### src/rtl/rua_pkg.sv
// ----------------------------------------------------------------------------
// rua_pkg
// Shared constants, command/status types and the modular reduction helper
// for the rectangle union area block.
// ----------------------------------------------------------------------------
package rua_pkg;

    localparam int MAX_RECTS_DEF  = 256;
    localparam int COORD_BITS_DEF = 30;
    localparam int MOD_BITS       = 30;
    localparam logic [MOD_BITS:0] AREA_MOD = 31'd1000000007;

    // Datapath operations issued by the controller
    typedef enum logic [2:0] {
        OP_NONE,
        OP_CLEAR,
        OP_XCOMMIT,
        OP_YSTART,
        OP_YCOMMIT,
        OP_MULSTART,
        OP_EVCHK,
        OP_YDONE
    } dp_op_t;

    typedef struct packed {
        dp_op_t op;
        logic   rect_we;
        logic   scan_valid;
        logic   scan_y;
        logic   iv_cap;
        logic   iv_proc;
    } dp_cmd_t;

    typedef struct packed {
        logic cand_found;
        logic have_prev;
        logic ev_match;
        logic mul_done;
    } dp_stat_t;

    // Reduce a value below three times the modulus into [0, modulus)
    function automatic logic [MOD_BITS-1:0] mod_reduce(input logic [MOD_BITS:0] v);
        logic [MOD_BITS:0] r;
        begin
            if (v >= (AREA_MOD << 1))
                r = v - (AREA_MOD << 1);
            else if (v >= AREA_MOD)
                r = v - AREA_MOD;
            else
                r = v;
            return r[MOD_BITS-1:0];
        end
    endfunction

endpackage

### src/rtl/rua_ctrl.sv
// ----------------------------------------------------------------------------
// rua_ctrl
// Controller: loads rectangles, then sequences x list build, y sweep,
// per-event coverage scans and the result strobe.
// ----------------------------------------------------------------------------
module rua_ctrl #(
    parameter int MAX_RECTS = rua_pkg::MAX_RECTS_DEF,
    parameter int RA_W      = (MAX_RECTS > 1) ? $clog2(MAX_RECTS) : 1,
    parameter int XA_W      = $clog2(2 * MAX_RECTS),
    parameter int CNT_W     = $clog2(MAX_RECTS + 1),
    parameter int XN_W      = $clog2(2 * MAX_RECTS + 1)
) (
    input  logic               clk,
    input  logic               rst_n,
    input  logic               start,
    input  logic               last_rect,
    output logic               busy,
    output logic               done,
    output logic               overflowed,
    output rua_pkg::dp_cmd_t   cmd,
    input  rua_pkg::dp_stat_t  stat,
    output logic [RA_W-1:0]    rect_waddr,
    output logic [RA_W-1:0]    rect_raddr,
    output logic [XA_W-1:0]    xs_waddr,
    output logic [XA_W-1:0]    xs_raddr,
    output logic [XA_W-1:0]    cov_waddr,
    output logic [XA_W-1:0]    cov_raddr
);
    import rua_pkg::*;

    typedef enum logic [3:0] {
        S_IDLE,
        S_XSCAN,
        S_XNEXT,
        S_YSCAN,
        S_YNEXT,
        S_MULGO,
        S_MULWAIT,
        S_EVRD,
        S_EVCHK,
        S_IVSCAN,
        S_FIN
    } state_t;

    state_t           state_reg, state_next;
    logic [XN_W-1:0]  cnt_reg, cnt_next, nx_reg, nx_next, n_ext;
    logic [CNT_W-1:0] ev_reg, ev_next, count_reg, count_next;
    logic             ovf_reg, ovf_next, done_reg, done_next, oflow_reg, oflow_next;

    assign n_ext = XN_W'(count_reg);

    // Next state, counters and datapath commands
    always_comb
    begin
        state_next = state_reg;
        cnt_next   = cnt_reg;
        nx_next    = nx_reg;
        ev_next    = ev_reg;
        count_next = count_reg;
        ovf_next   = ovf_reg;
        done_next  = 1'b0;
        oflow_next = oflow_reg;
        cmd        = '0;
        cmd.op     = OP_NONE;
        rect_raddr = cnt_reg[RA_W-1:0];
        xs_raddr   = cnt_reg[XA_W-1:0];
        cov_raddr  = XA_W'(cnt_reg - 1'b1);
        cov_waddr  = nx_reg[XA_W-1:0];
        case (state_reg)
            S_IDLE:
            begin
                if (start)
                begin
                    if (count_reg < CNT_W'(MAX_RECTS))
                    begin
                        cmd.rect_we = 1'b1;
                        count_next  = count_reg + 1'b1;
                    end
                    else
                    begin
                        ovf_next = 1'b1;
                    end
                    if (last_rect)
                    begin
                        cmd.op     = OP_CLEAR;
                        cnt_next   = '0;
                        nx_next    = '0;
                        state_next = S_XSCAN;
                    end
                end
            end
            S_XSCAN, S_YSCAN:
            begin
                cmd.scan_y     = (state_reg == S_YSCAN);
                cmd.scan_valid = (cnt_reg != '0);
                cnt_next       = cnt_reg + 1'b1;
                if (cnt_reg == n_ext)
                begin
                    state_next = (state_reg == S_XSCAN) ? S_XNEXT : S_YNEXT;
                end
            end
            S_XNEXT:
            begin
                cnt_next = '0;
                if (stat.cand_found)
                begin
                    cmd.op     = OP_XCOMMIT;
                    nx_next    = nx_reg + 1'b1;
                    state_next = S_XSCAN;
                end
                else
                begin
                    cmd.op     = OP_YSTART;
                    state_next = S_YSCAN;
                end
            end
            S_YNEXT:
            begin
                ev_next = '0;
                if (!stat.cand_found)
                begin
                    state_next = S_FIN;
                end
                else
                begin
                    cmd.op     = OP_YCOMMIT;
                    state_next = stat.have_prev ? S_MULGO : S_EVRD;
                end
            end
            S_MULGO:
            begin
                cmd.op     = OP_MULSTART;
                state_next = S_MULWAIT;
            end
            S_MULWAIT:
            begin
                if (stat.mul_done)
                begin
                    state_next = S_EVRD;
                end
            end
            S_EVRD:
            begin
                rect_raddr = ev_reg[RA_W-1:0];
                if (ev_reg == count_reg)
                begin
                    cmd.op     = OP_YDONE;
                    cnt_next   = '0;
                    state_next = S_YSCAN;
                end
                else
                begin
                    state_next = S_EVCHK;
                end
            end
            S_EVCHK:
            begin
                cmd.op   = OP_EVCHK;
                cnt_next = '0;
                if (stat.ev_match)
                begin
                    state_next = S_IVSCAN;
                end
                else
                begin
                    ev_next    = ev_reg + 1'b1;
                    state_next = S_EVRD;
                end
            end
            S_IVSCAN:
            begin
                // read x[k] and cover[k-1]; update cover[k-2] from last cycle's data
                cov_waddr   = XA_W'(cnt_reg - 2'd2);
                cmd.iv_cap  = (cnt_reg != '0);
                cmd.iv_proc = (cnt_reg >= XN_W'(2));
                cnt_next    = cnt_reg + 1'b1;
                if (cnt_reg == nx_reg)
                begin
                    ev_next    = ev_reg + 1'b1;
                    state_next = S_EVRD;
                end
            end
            S_FIN:
            begin
                done_next  = 1'b1;
                oflow_next = ovf_reg;
                count_next = '0;
                ovf_next   = 1'b0;
                state_next = S_IDLE;
            end
            default:
            begin
                state_next = S_IDLE;
            end
        endcase
    end

    always_ff @(posedge clk or negedge rst_n)
    begin
        if (!rst_n)
        begin
            state_reg <= S_IDLE;
            cnt_reg   <= '0;
            nx_reg    <= '0;
            ev_reg    <= '0;
            count_reg <= '0;
            ovf_reg   <= 1'b0;
            done_reg  <= 1'b0;
            oflow_reg <= 1'b0;
        end
        else
        begin
            state_reg <= state_next;
            cnt_reg   <= cnt_next;
            nx_reg    <= nx_next;
            ev_reg    <= ev_next;
            count_reg <= count_next;
            ovf_reg   <= ovf_next;
            done_reg  <= done_next;
            oflow_reg <= oflow_next;
        end
    end

    assign rect_waddr = count_reg[RA_W-1:0];
    assign xs_waddr   = nx_reg[XA_W-1:0];
    assign busy       = (state_reg != S_IDLE);
    assign done       = done_reg;
    assign overflowed = oflow_reg;

endmodule

### config.mk
export PLATFORM = sky130hd
export DESIGN_NAME = rua_ctrl
export DESIGN_NICKNAME = d
export VERILOG_FILES = /design/src/rtl/rua_pkg.sv /design/src/rtl/rua_ctrl.sv
export SDC_FILE = /design/constraint.sdc
export NUM_CORES = 1
export LEC_CHECK = 0
export BUFFER_PORTS_ARGS = -buffer_cell sky130_fd_sc_hd__buf_2
export CORE_MARGIN = 2
export CORE_UTILIZATION = 46
export CTS_BUF_LIST = sky130_fd_sc_hd__clkbuf_8 sky130_fd_sc_hd__clkbuf_16
export DETAILED_ROUTE_END_ITERATION = 10
export PLACE_DENSITY = 0.66
export SLEW_MARGIN = 25
export SYNTH_ARGS = -nofsm -noshare
export SYNTH_HDL_FRONTEND = slang
export SYNTH_SLANG_ARGS = --single-unit
### constraint.sdc
create_clock -name clk -period 2.9 [get_ports clk]
set_clock_uncertainty 0.2 [all_clocks]
set_input_delay 0.29 -clock clk [delete_from_list [all_inputs] [get_ports clk]]
set_output_delay 0.29 -clock clk [all_outputs]
set_load 0.05 [all_outputs]
Yosys cells after proc, flatten, opt, wreduce, memory -nomap -nowiden
Cells that the tools add are included.
Storage, ports and cells
  register bits after elaboration: 45
  bits in latches: 0
  bits in writable memories: 0
  ROM bits: 0
  input port bits: 8
  memories: 0
Operators by class
  add/sub/neg operators: 6
  multipliers: 0
  div/mod/pow operators: 0
  order comparisons: 2
  equal/unequal tests: 23
  shift operators: 0
  mux-type cells: 40
  bitwise gates (word level): 0
  reduce and logical (&&, ||, !) cells: 16
Operators by type and width (number)
  $mux W9: 5
  $mux W10: 4
  $pmux W10 S4: 1
  $pmux W4 S9: 1
  $mux W4: 8
  $pmux W9 S3: 1
  $add A10 B1 Y10 const B: 2
  $ne A2 B2 Y1 const B: 10
  $pmux W10 S2: 1
  $add A9 B1 Y9 const B: 2
  $pmux W3 S6: 1
  $pmux W9 S2: 1
  $eq A4 B3 Y1 const B: 4
  $eq A4 B4 Y1 const B: 3
  $eq A10 B10 Y1: 1
  $eq A10 B9 Y1: 1
  $ge A10 B2 Y1 const B: 1
  $mux W2: 5
  $reduce_bool A10 Y1: 1
  $eq A9 B9 Y1: 1
  $lt A9 B9 Y1 const B: 1
  $mux W3: 3
  $reduce_and A3 Y1: 3
  $sub A9 B1 Y9 const B: 1
  14 further kinds: 25

Depth between registers and ports, before layout
  depth after elaboration: 4
  depth in mapped cells: 8

Least setup slack after synthesis
Ideal clock, no wire load.
  kind: register to output
  from: register cnt_reg[1]
  to: output cov_waddr[5]
  arrival: 2.350 ns
  path slack: 0.060 ns
  cell stages (with the launch flop): 7
  buffers on the path: 1
  path through: dfrtp_1 > buf_2 > inv_1 > ha_1 > nor3b_1 > xnor2_1 > o21ai_0
Between the ends
  word-level cells in the longest chain between the ends: 2
RTL lines
  from (decl): RTL line rua_ctrl.sv:46  | logic [XN_W-1:0] cnt_reg, cnt_next, nx_reg, nx_next, n_ext;
  from (signal assigned): RTL line rua_ctrl.sv:214  | cnt_reg <= cnt_next;
  $sub A9 B2 Y9: RTL line rua_ctrl.sv:173  | cov_waddr = XA_W'(cnt_reg - 2'd2);
  $mux W9: RTL line rua_ctrl.sv:69  | case (state_reg)
  to (decl): RTL line rua_ctrl.sv:26  | output logic [XA_W-1:0] cov_waddr,
Every way passes these cells.

Final worst setup path
  from: register state_reg[0]
  to: output rect_raddr[7]
Between the ends
  word-level cells in the longest chain between the ends: 2
RTL lines
  from (decl): RTL line rua_ctrl.sv:45  | state_t state_reg, state_next;
  from (signal assigned): RTL line rua_ctrl.sv:213  | state_reg <= state_next;
  $eq A4 B3 Y1: RTL line rua_ctrl.sv:69
  $mux W8: RTL line rua_ctrl.sv:69
  to (decl): RTL line rua_ctrl.sv:23  | output logic [RA_W-1:0] rect_raddr,
Every way passes these cells.

==> flow_summary.toml <==
[outcome]
run_status = "completed"

[cells_and_area]
flow.area_growth_from_synthesis_pct = 9.517
multi_input_area_um2 = 2221
antenna_cells_inserted = 0
layout-drive-gt1-share_pct = 25.80
design.final.nets = 486
sequential_cell_area_um2 = 1127
filler_cell_count = 757

[grt]
antenna_found_initial = 0
grt_start_max_net_pins = 35
globalRoute.totalOverflow = 0
grt_first_pass_wirelength_um = 15680
grt_usage_pct = 22.69
first_global_vias = 2983

[sta]
hold_viol_final = 0
finalMaxSlewViolations = 0
worst_margin_pin_slew_ns = 0.6457
fin_crit_sh_pct = 96.47
post_route_setup_tns_ns = 0
max_slew_margin_pct = 56.96
timing.final.setup_violations = 0
max_freq_mhz = 357.4
rsz_0062_raised_after_global_routing = "false"
fin_crit_ns = 2.798

[clock_tree]
cts-htree-levels = 2
cts_root_buf = "sky130_fd_sc_hd__clkbuf_8"
clock_latency_ns = 0.30
cts_tree = "done"
cts.sink_count = 45
cts_setup_buffers = 0
cts_buffers = 5
cts.reportedPaths.clkPinSlew_ns = 0.09
cts.path.max_buffers = 2

[synth]
post_synth_num_cell_types = 64
synth_largest_area_cell = "sky130_fd_sc_hd__dfrtp_1"
syn-instance-count = 433
combinational_family_with_the_most_area_after_synthesis = "simple AND/OR/NAND/NOR gates"
synth_compound_gate_area_share_pct = 16.24
synth_edf_count = 0
synth_nets = 451
ys_warn_count = 0
area_share_of_fa_ha_maj_cells_after_synthesis_pct = 3.328
muxShareOfSynthArea_pct = 4.160
post_synth_most_frequent_cells = "sky130_fd_sc_hd__dfrtp_1, sky130_fd_sc_hd__nand2_1, sky130_fd_sc_hd__nor2_1, sky130_fd_sc_hd__xnor2_1, sky130_fd_sc_hd__buf_4"
synth_flop_cell = "sky130_fd_sc_hd__dfrtp_1"
synth-xor-area-share_pct = 13.21
yosys.area.top_type_share_pct = 29.95
synth_seq_area_share_pct = 29.95
synthArstFlopShare_pct = 100.0
yosys_register_bits = 45
basic_gate_share_of_the_synthesized_area_counting_and_or_nand_and_nor_cells_pct = 21.96
synthesis.area_per_instance_um2 = 8.683
netlist_area_um2 = 3760
yosys.cell_count.top_type = "sky130_fd_sc_hd__dfrtp_1"
post_synth_main_area_contributors = "sky130_fd_sc_hd__dfrtp_1, sky130_fd_sc_hd__xnor2_1, sky130_fd_sc_hd__buf_4"

[route]
postRouteAntennaNets = 0
viasPerCell = 5.671
drt_pre_antenna_iters = 5
detailroute.via_count = 3238
drt_iter0_drc = 205
drc_errors = 0
post_drt_wl_per_cell_um = 17.12
finalWirelength_um = 9778

[pwr]
total_leakage_power_nw = 2.032
report.power.total_w = 0.004688
p_per_area_nw_per_um2 = 1139
maximum_ir_drop_on_the_vdd_rail_uv = 458.4

[job]
max_cap_violations = 0

[placement]
place_congestion = 0.9123
detailed_place_hpwl_um = 7269
port_buffers = 70

[setup_path]
critPathMaxFanout = 21
crit_path_cell_trace = "nand3_1, o21ai_0, buf_2"
critPathArrivalTime_ns = 2.31
critical_path_class = "flip-flop to output pin"
critical_path.slowest_cell = "sky130_fd_sc_hd__dfrtp_1"
worst_setup_path_end_kind = "output pin"
setup.worst_path.start_class = "flip-flop"
crit_path_max_incr_delay_ns = 0.76
worstPathRequired_ns = 2.41

[min_path]
min-delay-path-class = "input port to flip-flop"

[floorplanning]
design.portCount = 71
die_x_um = 94.41
fp-row-count = 32
die_height_um = 94.41
die-area_um2 = 8912
coreArea_um2 = 7807
floorplan.initialDensity_pct = 48.16
## path summary, 6_finish.rpt
kind | from | end | slack [ns] | cells after the start
max | state_reg[0] | rect_raddr[7] | 0.10 | 3
min | stat[0] | state_reg[2] | 0.02 | 2
max reg2reg | state_reg[0] | ev_reg[4] | 0.46 | 4
min reg2reg | overflowed | overflowed | 0.33 | 1
max in group asynchronous | rst_n | cnt_reg[2] | 1.54 | 3
min in group asynchronous | rst_n | done | 0.20 | 2
## power by group
group          total, W  switching, W  internal (W)
combinational   0.00306       0.00212      0.000938
sequential      0.00113      0.000350      0.000779
clock          0.000504      0.000226      0.000278
total           0.00469       0.00269       0.00200
## stage by stage
stage / util [%] / hold slack (ns) / setup WS (ns) / instance area (µm²) / std cells
after floorplan: - / -0.2056 / 0.06012 / 3760 / 433
after global placement: 51.03 / -0.008687 / 0.4527 / 3984 / 562
after detailed placement: 51.03 / -0.007961 / 0.4438 / 3984 / 562
after CTS: 52.64 / 0.008365 / 0.1000 / 4110 / 571
after global routing: 52.74 / 0.02123 / 0.0005338 / 4118 / 571
final: 52.74 / 0.01688 / 0.1023 / 4118 / 571
## critical path, delay by kind of cell, from the launching register on
family / cells / cell delay, ns
flip-flops: 1 / 0.76
AO/OA/AOI/OAI: 1 / 0.37
AND/OR/NAND/NOR: 1 / 0.56
buffers and inverters: 1 / 0.31
## logic make-up (layout without fill, tap and decap cells)
kind of cell | after synthesis | count (layout)
muxes | 14 | 14
AOI/OAI and AO/OA | 79 | 79
and+or+nand+nor | 156 | 156
xor gates and xnor gates | 55 | 55
buffers and inverters | 74 | 110
adders and majority gates | 10 | 10
DFF | 45 | 45
## per-layer routing
metal	share of wire [%]	GRT usage (%)	vias up
li1	-	-	1569
met1	47	32.44	1553
met2	46	36.55	106
met3	5.5	2.793	10
met4	1.4	5.918	0
met5	0	0	-
## placed cells by master, fill, tap and decap left out, types with 16 or more instances in the layout
master,n
sky130_fd_sc_hd__xnor2_1,32
sky130_fd_sc_hd__inv_1,19
sky130_fd_sc_hd__nand2_1,44
sky130_fd_sc_hd__nand3_1,16
sky130_fd_sc_hd__nor2_1,32
sky130_fd_sc_hd__xor2_1,21
sky130_fd_sc_hd__buf_2,70
sky130_fd_sc_hd__o21ai_0,16
sky130_fd_sc_hd__dfrtp_1,44
## what timing repair did
action,4_1_cts,5_1_grt
hold endpoints to repair,11,0
setup endpoints to repair,0,3
hold buffers,1,0
gates resized for setup,0,3
## layout make-up
| cell class | instances | area share (%) |
|---|---|---|
| Clock buffer | 6 | 2.005 |
| Clock inverter | 2 | 0.8204 |
| Inverter | 18 | 1.641 |
| Multi-Input combinational cell | 314 | 53.93 |
| Sequential cell | 45 | 27.38 |
| Tap cell | 102 | 3.099 |
| Timing Repair Buffer | 84 | 11.12 |
Note: power is estimated with default switching activity, not from simulation.
